<file path="src/rtl/core/timed_message_slot_table_macros.svh">
// Assertion macros used by the message slot table datapath.
`ifndef TIMED_MESSAGE_SLOT_TABLE_MACROS_SVH
`define TIMED_MESSAGE_SLOT_TABLE_MACROS_SVH
`ifndef NO_ASSERTIONS
`define TMST_ASSERT(label, clk, rst, prop, msg) \
   label: assert property (@(posedge clk) disable iff (rst) (prop)) else $error(msg);
`define TMST_ASSERT_ALWAYS(label, clk, prop, msg) \
   label: assert property (@(posedge clk) (prop)) else $error(msg);
`else
`define TMST_ASSERT(label, clk, rst, prop, msg)
`define TMST_ASSERT_ALWAYS(label, clk, prop, msg)
`endif
`endif

</file>
<file path="src/rtl/core/tmst_pkg.sv">
// Types and constants of the message slot table.
`timescale 1ns / 1ps
package tmst_pkg;

   typedef struct packed {
      logic [15:0]        text;
      logic [15:0]        ticks;
      logic signed [15:0] prio;
      logic [7:0]         color;
      logic signed [11:0] y;
      logic signed [11:0] x;
   } entry_type;

   typedef enum logic [1:0] {
      MODE_SHOW   = 2'd0,
      MODE_CENTER = 2'd1,
      MODE_TICK   = 2'd2,
      MODE_READ   = 2'd3
   } mode_type;

   typedef enum logic [2:0] {
      ST_IDLE, ST_DISPATCH, ST_WALK, ST_DRAIN, ST_WRITE, ST_TFIN, ST_RWAIT, ST_EMIT
   } state_type;

   typedef struct packed {
      logic load;       // capture item
      logic start;      // reset walk pointers
      logic issue;      // read entry at walk pointer
      logic rd_item;    // read entry at read_index
      logic wr_show;    // write new entry
      logic tick_done;  // commit compacted count
      logic rd_take;    // take read data as result
      logic emit;       // load output register
   } cmd_type;

   typedef struct packed {
      mode_type mode;
      logic     full;
      logic     empty;
      logic     read_ok;
      logic     walk_last;
      logic     out_free;
   } stat_type;

   localparam logic        REG_FONT_WIDTH    = 1'b0;
   localparam logic        REG_DISPLAY_TICKS = 1'b1;
   localparam logic [4:0]  FONT_WIDTH_RST    = 5'd8;
   localparam logic [15:0] DISPLAY_TICKS_RST = 16'd1000;
   localparam logic signed [13:0] CENTER_SPAN = 14'sd224;
   localparam logic signed [13:0] X_MIN       = -14'sd2048;
   localparam logic signed [13:0] X_MAX       = 14'sd2047;

endpackage

</file>
<file path="src/rtl/core/tmst_ctrl.sv">
// Sequencer of the message slot table.
`timescale 1ns / 1ps
module tmst_ctrl (
   input  logic              clock,
   input  logic              reset,
   input  logic              req_tvalid,
   output logic              req_tready,
   input  tmst_pkg::stat_type stat,
   output tmst_pkg::cmd_type  cmd
);
   import tmst_pkg::*;

   state_type state_ff, state_in;

   always_ff @(posedge clock) begin
      if (reset) state_ff <= ST_IDLE;
      else       state_ff <= state_in;
   end

   always_comb begin
      state_in = state_ff;
      case (state_ff)
         ST_IDLE:     if (req_tvalid) state_in = ST_DISPATCH;
         ST_DISPATCH: begin
            case (stat.mode)
               MODE_SHOW, MODE_CENTER: state_in = stat.full ? ST_WALK : ST_WRITE;
               MODE_TICK:              state_in = stat.empty ? ST_EMIT : ST_WALK;
               default:                state_in = stat.read_ok ? ST_RWAIT : ST_EMIT;
            endcase
         end
         ST_WALK:  if (stat.walk_last) state_in = ST_DRAIN;
         ST_DRAIN: state_in = (stat.mode == MODE_TICK) ? ST_TFIN : ST_WRITE;
         ST_WRITE: state_in = ST_EMIT;
         ST_TFIN:  state_in = ST_EMIT;
         ST_RWAIT: state_in = ST_EMIT;
         ST_EMIT:  if (stat.out_free) state_in = ST_IDLE;
         default:  state_in = ST_IDLE;
      endcase
   end

   always_comb begin
      cmd        = '0;
      req_tready = 1'b0;
      case (state_ff)
         ST_IDLE: begin
            req_tready = 1'b1;
            cmd.load   = req_tvalid;
         end
         ST_DISPATCH: begin
            case (stat.mode)
               MODE_SHOW, MODE_CENTER: cmd.start = stat.full;
               MODE_TICK:              cmd.start = !stat.empty;
               default:                cmd.rd_item = stat.read_ok;
            endcase
         end
         ST_WALK:  cmd.issue     = 1'b1;
         ST_WRITE: cmd.wr_show   = 1'b1;
         ST_TFIN:  cmd.tick_done = 1'b1;
         ST_RWAIT: cmd.rd_take   = 1'b1;
         ST_EMIT:  cmd.emit      = stat.out_free;
         default:  cmd = '0;
      endcase
   end

endmodule

</file>
<file path="src/rtl/core/tmst_datapath.sv">
// Entry store, walk pointers, centering math and result register.
`timescale 1ns / 1ps
`include "timed_message_slot_table_macros.svh"
module tmst_datapath #(
   parameter int MAX_ENTRIES = 8,
   parameter int IDX_W       = 3,
   parameter int CNT_W       = 4
) (
   input  logic               clock,
   input  logic               reset,
   input  tmst_pkg::cmd_type  cmd,
   output tmst_pkg::stat_type stat,
   input  logic [95:0]        req_tdata,
   input  logic [1:0]         req_tuser,
   input  logic               csr_wr_en,
   input  logic               csr_index,
   input  logic [15:0]        csr_wdata,
   output logic               rsp_tvalid,
   input  logic               rsp_tready,
   output logic [87:0]        rsp_tdata,
   output logic               rsp_tuser
);
   import tmst_pkg::*;

   localparam int CMP_W = (CNT_W > 3) ? CNT_W : 3;

   // configuration
   logic [4:0]  font_ff;
   logic [15:0] life_ff;

   always_ff @(posedge clock) begin
      if (reset) begin
         font_ff <= FONT_WIDTH_RST;
         life_ff <= DISPLAY_TICKS_RST;
      end else if (csr_wr_en) begin
         if (csr_index == REG_FONT_WIDTH) font_ff <= csr_wdata[4:0];
         else                             life_ff <= csr_wdata;
      end
   end

   // captured item
   mode_type           mode_ff;
   logic [15:0]        text_ff;
   logic signed [11:0] x_ff, y_ff;
   logic [7:0]         color_ff;
   logic signed [15:0] prio_ff;
   logic [7:0]         len_ff;
   logic [15:0]        dt_ff;
   logic [2:0]         ridx_ff;

   always_ff @(posedge clock) begin
      if (cmd.load) begin
         mode_ff  <= mode_type'(req_tuser);
         text_ff  <= req_tdata[15:0];
         x_ff     <= req_tdata[27:16];
         y_ff     <= req_tdata[39:28];
         color_ff <= req_tdata[47:40];
         prio_ff  <= req_tdata[63:48];
         len_ff   <= req_tdata[71:64];
         dt_ff    <= req_tdata[87:72];
         ridx_ff  <= req_tdata[90:88];
      end
   end

   // centered x: (224 - len*font)/2 toward zero, saturated
   logic [12:0]        prod;
   logic signed [13:0] diff, adj, half;
   logic signed [11:0] cx;

   always_comb begin
      prod = 13'(len_ff) * 13'(font_ff);
      diff = CENTER_SPAN - $signed({1'b0, prod});
      adj  = diff + $signed({13'd0, diff[13]});
      half = adj >>> 1;
      if (half < X_MIN)      cx = X_MIN[11:0];
      else if (half > X_MAX) cx = X_MAX[11:0];
      else                   cx = half[11:0];
   end

   entry_type new_entry;
   always_comb begin
      new_entry.text  = text_ff;
      new_entry.ticks = life_ff;
      new_entry.color = color_ff;
      new_entry.y     = y_ff;
      new_entry.prio  = (mode_ff == MODE_CENTER) ? 16'sd0 : prio_ff;
      new_entry.x     = (mode_ff == MODE_CENTER) ? cx : x_ff;
   end

   // entry store and walk
   entry_type         mem [MAX_ENTRIES];
   entry_type         rd_data_ff;
   logic              rd_vld_ff;
   logic [IDX_W-1:0]  rd_idx_ff;
   logic [IDX_W-1:0]  ptr_ff;
   logic [CNT_W-1:0]  wr_ptr_ff;
   logic [CNT_W-1:0]  count_ff;
   logic [IDX_W-1:0]  best_idx_ff;
   logic signed [15:0] best_prio_ff;
   logic              best_set_ff;

   logic              full, keep, take;
   logic [16:0]       left;
   logic [IDX_W-1:0]  slot, raddr, waddr;
   logic [CNT_W-1:0]  limit;
   logic              we;
   entry_type         wdata;

   always_comb begin
      full  = (count_ff == CNT_W'(MAX_ENTRIES));
      slot  = full ? best_idx_ff : IDX_W'(count_ff);
      limit = (mode_ff == MODE_TICK) ? count_ff : CNT_W'(MAX_ENTRIES);
      left  = {1'b0, rd_data_ff.ticks} - {1'b0, dt_ff};
      keep  = rd_vld_ff && (mode_ff == MODE_TICK) && !left[16] && (left != 17'd0);
      take  = rd_vld_ff && (mode_ff != MODE_TICK) &&
              (!best_set_ff || (rd_data_ff.prio < best_prio_ff));
      raddr = cmd.rd_item ? IDX_W'(ridx_ff) : ptr_ff;
      we    = cmd.wr_show || keep;
      waddr = cmd.wr_show ? slot : IDX_W'(wr_ptr_ff);
      wdata = rd_data_ff;
      wdata.ticks = left[15:0];
      if (cmd.wr_show) wdata = new_entry;
   end

   always_ff @(posedge clock) begin
      if (we) mem[waddr] <= wdata;
      rd_data_ff <= mem[raddr];
      rd_idx_ff  <= ptr_ff;
   end

   always_ff @(posedge clock) begin
      if (reset) begin
         rd_vld_ff   <= 1'b0;
         count_ff    <= '0;
         ptr_ff      <= '0;
         wr_ptr_ff   <= '0;
         best_set_ff <= 1'b0;
      end else begin
         rd_vld_ff <= cmd.issue;
         if (cmd.start) begin
            ptr_ff      <= '0;
            wr_ptr_ff   <= '0;
            best_set_ff <= 1'b0;
         end else begin
            if (cmd.issue) ptr_ff <= ptr_ff + IDX_W'(1);
            if (keep)      wr_ptr_ff <= wr_ptr_ff + CNT_W'(1);
            if (take)      best_set_ff <= 1'b1;
         end
         if (cmd.wr_show && !full) count_ff <= count_ff + CNT_W'(1);
         else if (cmd.tick_done)   count_ff <= wr_ptr_ff;
      end
   end

   always_ff @(posedge clock) begin
      if (take) begin
         best_idx_ff  <= rd_idx_ff;
         best_prio_ff <= rd_data_ff.prio;
      end
   end

   // result and output register
   entry_type res_ff;
   logic      res_found_ff;
   logic [2:0] res_slot_ff;
   logic      rsp_tvalid_ff;

   always_ff @(posedge clock) begin
      if (cmd.load) begin
         res_ff       <= '0;
         res_found_ff <= 1'b0;
         res_slot_ff  <= '0;
      end else if (cmd.wr_show) begin
         res_ff      <= new_entry;
         res_slot_ff <= 3'(slot);
      end else if (cmd.rd_take) begin
         res_ff       <= rd_data_ff;
         res_found_ff <= 1'b1;
      end
   end

   always_ff @(posedge clock) begin
      if (reset)               rsp_tvalid_ff <= 1'b0;
      else if (cmd.emit)       rsp_tvalid_ff <= 1'b1;
      else if (rsp_tready)     rsp_tvalid_ff <= 1'b0;
   end

   always_ff @(posedge clock) begin
      if (cmd.emit) begin
         rsp_tdata <= {1'b0, res_slot_ff, res_ff.ticks, res_ff.text, res_ff.prio,
                       res_ff.color, res_ff.y, res_ff.x, 4'(count_ff)};
         rsp_tuser <= res_found_ff;
      end
   end

   assign rsp_tvalid = rsp_tvalid_ff;

   always_comb begin
      stat.mode      = mode_ff;
      stat.full      = full;
      stat.empty     = (count_ff == '0);
      stat.read_ok   = (CMP_W'(ridx_ff) < CMP_W'(count_ff)) &&
                       (CMP_W'(ridx_ff) < CMP_W'(MAX_ENTRIES));
      stat.walk_last = (CNT_W'(ptr_ff) == limit - CNT_W'(1));
      stat.out_free  = !rsp_tvalid_ff || rsp_tready;
   end

   `TMST_ASSERT(a_count_bound, clock, reset, count_ff <= CNT_W'(MAX_ENTRIES), "count over capacity")
   `TMST_ASSERT(a_compact_behind, clock, reset, rd_vld_ff |-> (CNT_W'(rd_idx_ff) >= wr_ptr_ff), "compaction write passed read")
   `TMST_ASSERT(a_count_step, clock, reset, cmd.wr_show |=> (count_ff == $past(count_ff) + CNT_W'(!$past(full))), "show count step wrong")

endmodule

</file>
<file path="src/rtl/core/timed_message_slot_table.sv">
// Message slot table: top level joining sequencer and datapath.
`timescale 1ns / 1ps
// Holds up to MAX_ENTRIES timed messages in a one-read, one-write entry memory. One item is
// worked at a time. A show with free room writes straight into the next free slot, and a read
// of a live entry reads it; a read of a dead entry or a tick of an empty table does neither. A
// show into a full table first does one memory read per entry while looking for the lowest
// priority, and a tick does one read and at most one compacting write per live entry. A
// finished result sits in the output register while the next item is taken in; if it is still
// not taken when the next result is ready, the block stalls until it is. Entries hold no reset
// value; reset clears the live count, the walk pointers, the configuration and the output valid.
module timed_message_slot_table #(
   parameter int MAX_ENTRIES = 8
) (
   input  logic        clock,
   input  logic        reset,
   input  logic        req_tvalid,
   output logic        req_tready,
   // text_handle, x_pos, y_pos, ink_color, prio_level, text_length, tick_ms, read_index
   input  logic [95:0] req_tdata,
   // mode
   input  logic [1:0]  req_tuser,
   output logic        rsp_tvalid,
   input  logic        rsp_tready,
   // active_count, out_x, out_y, out_color, out_prio, out_text, out_ticks, slot_used
   output logic [87:0] rsp_tdata,
   // entry_found
   output logic        rsp_tuser,
   input  logic        csr_wr_en,
   input  logic        csr_index,
   input  logic [15:0] csr_wdata
);
   import tmst_pkg::*;

   localparam int IDX_W = (MAX_ENTRIES > 1) ? $clog2(MAX_ENTRIES) : 1;
   localparam int CNT_W = $clog2(MAX_ENTRIES + 1);

   cmd_type  cmd;
   stat_type stat;

   tmst_ctrl u_ctrl (
      .clock      (clock),
      .reset      (reset),
      .req_tvalid (req_tvalid),
      .req_tready (req_tready),
      .stat       (stat),
      .cmd        (cmd)
   );

   tmst_datapath #(
      .MAX_ENTRIES (MAX_ENTRIES),
      .IDX_W       (IDX_W),
      .CNT_W       (CNT_W)
   ) u_datapath (
      .clock      (clock),
      .reset      (reset),
      .cmd        (cmd),
      .stat       (stat),
      .req_tdata  (req_tdata),
      .req_tuser  (req_tuser),
      .csr_wr_en  (csr_wr_en),
      .csr_index  (csr_index),
      .csr_wdata  (csr_wdata),
      .rsp_tvalid (rsp_tvalid),
      .rsp_tready (rsp_tready),
      .rsp_tdata  (rsp_tdata),
      .rsp_tuser  (rsp_tuser)
   );

endmodule

</file>
<file path="config.mk">
export PLATFORM = sky130hd
export DESIGN_NAME = timed_message_slot_table
export DESIGN_NICKNAME = d
export VERILOG_FILES = /design/src/rtl/core/tmst_pkg.sv /design/src/rtl/core/tmst_ctrl.sv /design/src/rtl/core/tmst_datapath.sv /design/src/rtl/core/timed_message_slot_table.sv
export VERILOG_INCLUDE_DIRS = /design/src /design/src/rtl/core
export SDC_FILE = /design/constraint.sdc
export NUM_CORES = 1
export LEC_CHECK = 0
export BUFFER_PORTS_ARGS = -buffer_cell sky130_fd_sc_hd__buf_2
export CORE_ASPECT_RATIO = 1.25
export CORE_MARGIN = 2
export CORE_UTILIZATION = 60
export DETAILED_ROUTE_END_ITERATION = 7
export PLACE_DENSITY = 0.81
export SLEW_MARGIN = 20
export SYNTH_ARGS = -nofsm -noshare
export SYNTH_HDL_FRONTEND = slang
export SYNTH_HIERARCHICAL = 1
export SYNTH_SLANG_ARGS = --single-unit
</file>
<file path="constraint.sdc">
create_clock -name clock -period 12.5 [get_ports clock]
set_input_delay 3.125 -clock clock [delete_from_list [all_inputs] [get_ports clock]]
set_output_delay 3.125 -clock clock [all_outputs]
set_load 0.02 [all_outputs]
</file>
=== Word level (Yosys, flattened, before mapping) ===
Memory sizes are Yosys's and may differ from the RTL's. A register that Yosys moved wholly into a read port is not among the register bits.
Index checks and enable logic that the tools add are counted.

* RAM bits: 640
* Word-level logic and storage cells: 127
* Memories kept: 1
* Bits in registers: 325
* Output and inout port bits: 91
* Input port bits: 120

* Mux-type cells: 37
* Bitwise gates (word level): 2
* Add/subtract/negate cells: 7
* $lt $le $gt $ge: 4
* $mul: 1
* Equal/unequal tests: 15
* Reduce and logical (&&, ||, !) cells: 29

{| class="wikitable"
|+ Memory list
! memory !! words !! bits a word !! read ports !! clocked after memory_dff !! write ports !! line !! source
|-
| u_datapath.mem || 8 || 80 || 1 || 1 || 1 || tmst_datapath.sv:91 || <nowiki>entry_type mem [MAX_ENTRIES];</nowiki>
|}

{| class="wikitable"
|+ Operators by type and width
! cell !! count
|-
| 80-bit 2-to-1 mux || 3
|-
| 12-bit 2-to-1 mux || 3
|-
| 3-bit 2-to-1 mux || 8
|-
| 3-bit one-hot mux with 6 select lines || 1
|-
| 17-bit nonzero test || 1
|-
| 16-bit by 16-bit subtractor with 17-bit output || 1
|-
| 16-bit < comparator || 1
|-
| 1-bit 2-to-1 mux || 16
|-
| 16-bit 2-to-1 mux || 1
|-
| 14-bit by 2-bit adder with 14-bit output || 1
|-
| 8-bit by 13-bit subtractor with 14-bit output (first input constant) || 1
|-
| 13-bit by 12-bit greater-than comparator with 1-bit output (second input constant) || 1
|-
| 13-bit by 12-bit < comparator with 1-bit output (second input constant) || 1
|-
| 8-bit by 5-bit multiplier with 13-bit output || 1
|-
| 3-bit == test (second input constant) || 4
|-
| 4-bit 2-to-1 mux || 3
|-
| 4-bit by 1-bit adder with 4-bit output (second input constant) || 2
|-
| 3-bit by 2-bit == test with 1-bit output (second input constant) || 2
|-
| 1-bit logical AND || 6
|-
| 2-bit inequality test (second input constant) || 3
|-
| 3-bit one-hot mux with 2 select lines || 1
|-
| 2-bit AND reduction || 3
|-
| 2-bit nonzero test || 3
|-
| 3-bit OR reduction || 2
|-
| 18 further kinds || 26
|}

=== Logic depth before layout (Yosys ltp) ===
* Depth in word-level cells: 8
* Gate-level depth with buffers: 18
* Gate-level depth less buffers: 17

=== Hierarchy ===
Netlist, hierarchy kept.

{| class="wikitable"
|+ Modules (own cells, without submodules)
! module !! cells each !! area an instance (um^2) !! sequential area each (um^2) !! instances
|-
| tmst_datapath || 2,359 || 40,676.5 || 29,268.1 || 1
|-
| tmst_ctrl || 43 || 330.3 || 60.1 || 1
|}

=== Worst setup path after synthesis ===
No wires, ideal clock.

* Path type: register to register
* Start point: register u_datapath.dt_ff[2]
* End point: memory u_datapath/mem[0][0] (netlist name) (enable)
* Data arrival time: 6.705 ns
* Library setup time: 0.546 ns
* Path slack: 5.248 ns
* Period minus slack after synthesis: 7.252 ns
* Required time: 11.954 ns
* Cell stages (with the launch flop): 13
* Path buffers: 1
* Cells stage by stage: edfxtp_1 inv_1 ha_1 nor2b_1 o31a_1 o211a_1 o31a_1 a221o_1 xnor2_1 and4b_1 or3_1 buf_4 o22ai_1

* Word-level cells in the longest chain between the ends: 7
* Elaborated cells on any way between the ends: 8
* Classes of those cells: add/sub: 1; mux: 2; reduce/logical: 5

{| class="wikitable"
|+ RTL lines
! what !! line !! source
|-
| start, declared || tmst_datapath.sv:48 || <nowiki>logic [15:0] dt_ff;</nowiki>
|-
| start signal, assigned || tmst_datapath.sv:60 || <nowiki>dt_ff <= req_tdata[87:72];</nowiki>
|-
| 16-bit by 16-bit subtractor with 17-bit output * || tmst_datapath.sv:113 || <nowiki>left = {1'b0, rd_data_ff.ticks} - {1'b0, dt_ff};</nowiki>
|-
| parallel branches: the longest is 2 deep, another holds 17-bit nonzero test || - ||
|-
| 1-bit logical AND * || tmst_datapath.sv:114 || <nowiki>keep = rd_vld_ff && (mode_ff == MODE_TICK) && !left[16] && (left != 17'd0);</nowiki>
|-
| 1-bit logical OR * || tmst_datapath.sv:118 || <nowiki>we = cmd.wr_show || keep;</nowiki>
|-
| 1-bit 2-to-1 mux * || tmst_datapath.sv:126 || <nowiki>if (we) mem[waddr] <= wdata;</nowiki>
|-
| 1-bit 2-to-1 mux (implied by the code) * || tmst_datapath.sv:126 ||
|-
| end, declared || tmst_datapath.sv:91 ||
|}

Mark *: on every way between the ends.

==> out/results.txt <==
Status -> complete, no violations
Congestion Overflow GR -> 0
Fmax -> 172 MHz
Largest net degree at the start of global routing -> 122
H-tree depth -> 3
Core Region -> 67900 um2
Final setup fails -> 0
Post-synthesis compound-gate area fraction -> 3.68%
Die height -> 296 um
Cts repair resizes -> 0
Cell area after synthesis -> 41000 um2
I/O pin count -> 211
Critical Path Start Type -> register
Total global-route track usage -> 25.4%
CTS tree -> yes
Syn avg cell area -> 17.1 um2
Post-synth top area cell -> edfxtp_1
Post-CTS Setup Inserts -> 0
Post-Synth Simple-Gate Area -> 5.43%
Synth top area share -> 61.5%
DP HPWL -> 50.0 mm
Worst skew pair latency -> 0.66 ns
Type of the tightest min-delay check -> register to register
Synth Register Bits -> 1045
Most frequent cells in the layout -> edfxtp_1 (840), dfxtp_1 (205), buf_2 (204)
Syn Inst Count -> 2402
WL met2 -> 44.8 mm
First drt pass iteration count -> 5
Root Buffer -> clkbuf_16
Die ar. -> 70500 um2
Final period utilization -> 46.6%
Initial antenna violation count -> 0
XOR/XNOR share of the synthesized area -> 0.531%
Area delta synth->final -> 13.0%
Share of cells above drive strength 1 -> 26.5%
TNS Setup -> 0 ns
Std cell rows -> 107
Commonest non-fill, non-tap cell in the layout -> edfxtp_1
Multiplexer share of the synthesized area -> 13.8%
Drt initial violations -> 1989
Final min period -> 5.83 ns
Wire length on met1 -> 34.3 mm
Net count, final -> 2836
Unrepaired setup endpoints after global routing -> false
R2r startpoint -> u_datapath/font_ff[1]
Via count -> 22100
Final WL -> 88.1 mm
CTS Buf Count -> 95
Worst Setup Path Type -> register to register
Global-route wire length before repair -> 134 mm
Post-Syn Nets -> 2608
CTS Hold Bufs -> 0
Main combinational cell family by area after synthesis -> multiplexers
Post-synthesis sequential area ratio -> 71.5%
Ys async rst share -> 0%
Number of synthesized flops with an enable pin -> 840
Maxcap violations -> 0
Die Wd -> 238 um
Worst setup path startpoint -> u_datapath/font_ff[1]
Leak Pwr -> 16.4 nW
CTS Buffer Depth -> 3
Wire per inst -> 24.6 um
Adder-cell share of the synthesized area -> 2.99%
Synth Flop Type -> edfxtp_1
Worst rel slew slack -> 22.8%
Fillcell total -> 4167
Routability cong. -> 0.872
Post-DRT Antenna Nets -> 0
Post-route DRC -> 0
Hold path start -> u_datapath/rd_idx_ff[2]
Hold Vio Cnt, Final -> 0
Worst Tran Pin Value -> 1.15 ns
Yosys warning count -> 6
Reg clk slew, reported paths -> 0.07 ns
PortBufs -> 204
Multi-input gate area -> 11000 um2
Vias in the first global route -> 23000
Synth cell types -> 86
Worst path required time -> 12.82 ns
Ant. Diodes -> 0
Initial Util -> 60.4%
Synth top area cells -> edfxtp_1 (62%), dfxtp_1 (10%), mux4_2 (8.8%)
Sequential standard cell area -> 29300 um2
CP Capture Type -> register
CP arrival -> 6.15 ns
Slew Viols, Final -> 0
Critical path peak fanout -> 10
Clock sinks -> 1045
Via density per instance -> 6.16
Worst Skew -> 0.0322 ns
VDD IR max -> 0.197 mV
PD cells -> 247 nW/um2
DR WL met3 -> 6.00 mm
Fin util -> 68.3%
Top Metal Used -> met4
## registers in the layout, summed over array words and instances, names as in the netlist, 4 cells and up
| name | cells |
|---|---|
| u_datapath/count_ff | 4 |
| u_datapath/y_ff | 12 |
| u_datapath/x_ff | 12 |
| u_datapath/rd_data_ff | 80 |
| u_datapath/life_ff | 16 |
| u_datapath/rsp_tdata | 87 |
| u_datapath/text_ff | 16 |
| u_datapath/prio_ff | 16 |
| u_datapath/mem | 640 |
| u_datapath/best_prio_ff | 16 |
| u_datapath/font_ff | 5 |
| u_datapath/color_ff | 8 |
| u_datapath/dt_ff | 16 |
| u_datapath/wr_ptr_ff | 4 |
| u_datapath/len_ff | 8 |
| u_datapath/res_ff | 80 |
## per-layer routing
metal  up-vias  global-route usage, %
met1     11300                   33.2
met4         0                   10.4
li1       9692                      -
met3       158                   3.40
met2       912                   43.4
met5         -                      0
## logic make-up (layout without fill, tap and decap cells)
family                   Yosys count  in the layout
flip-flops                      1045           1045
AND/OR/NAND/NOR                  471            471
multiplexers                     350            350
AO/OA/AOI/OAI                    215            215
buffers and inverters            210            519
adder cells (fa/ha/maj)           86             86
XOR/XNOR                          24             24
other                              1              1
## synthesized netlist by cell type, types with 9 or more instances
library cell	count
or3_1	11
clkbuf_1	70
nand2b_1	13
o21ai_0	33
mux2_2	129
ha_1	66
a211oi_1	20
a311oi_1	19
fa_1	20
nor3_1	25
buf_1	27
nand2_1	175
and2_1	17
mux4_2	160
edfxtp_1	840
dfxtp_1	205
mux2i_1	61
a21oi_1	55
a21o_1	9
nand3_1	37
xor2_1	10
nor2_1	119
nor2b_1	22
inv_1	104
xnor2_1	13
nand3b_1	10
## cell type report
cell class              count  area share, %
clock inverters            50           1.24
flip-flops and latches   1045           63.3
inverters                 104          0.842
well taps                 872           2.35
clock buffers             128           5.73
multi-input cells        1147           23.7
repair buffers            237           2.84
## worst max-delay path, stage by stage (launching register included)
cell      delay (ns)
dfxtp_1         0.55
nand2_1         0.16
fa_1            0.52
fa_1            0.55
inv_1           0.05
fa_1            0.48
inv_1           0.05
ha_1            0.35
o211ai_1        0.32
nand2_1         0.14
a311oi_2        0.32
o21ai_1         0.20
a211oi_4        0.48
nand3_4         0.17
a31oi_4         0.35
nor2_1          0.12
nor3_1          0.70
## worst paths after layout
check             cells past startpoint  slack [ns]                         to
hold / removal                        0        0.41  u_datapath/best_idx_ff[2]
setup reg to reg                     16        6.67      u_datapath/mem[4][10]
hold reg to reg                       0        0.41  u_datapath/best_idx_ff[2]
setup / recovery                     16        6.67      u_datapath/mem[4][10]
## through the flow
stage / instance area, um2 / worst slack [ns] / std cells / power, mW / hold WS, ns
after floorplan: 41000 / 5.25 / 2402 / 7.57 / 0.385
after global placement: 43100 / 6.92 / 3402 / 8.31 / 0.386
after detailed placement: 43100 / 6.74 / 3402 / 8.49 / 0.390
after CTS: 46300 / 6.73 / 3580 / 11.5 / 0.409
after global routing: 46400 / 6.32 / 3583 / 12.0 / 0.434
final: 46400 / 6.67 / 3583 / 11.5 / 0.408
## report_power, final
group / internal, mW / leakage, nW / switching (mW)
clock network: 1.71 / 1.59 / 1.26
logic: 1.27 / 5.53 / 2.03
registers: 4.92 / 9.32 / 0.280
total: 7.90 / 16.4 / 3.57
No activity file was read; power rests on OpenSTA's default activity.
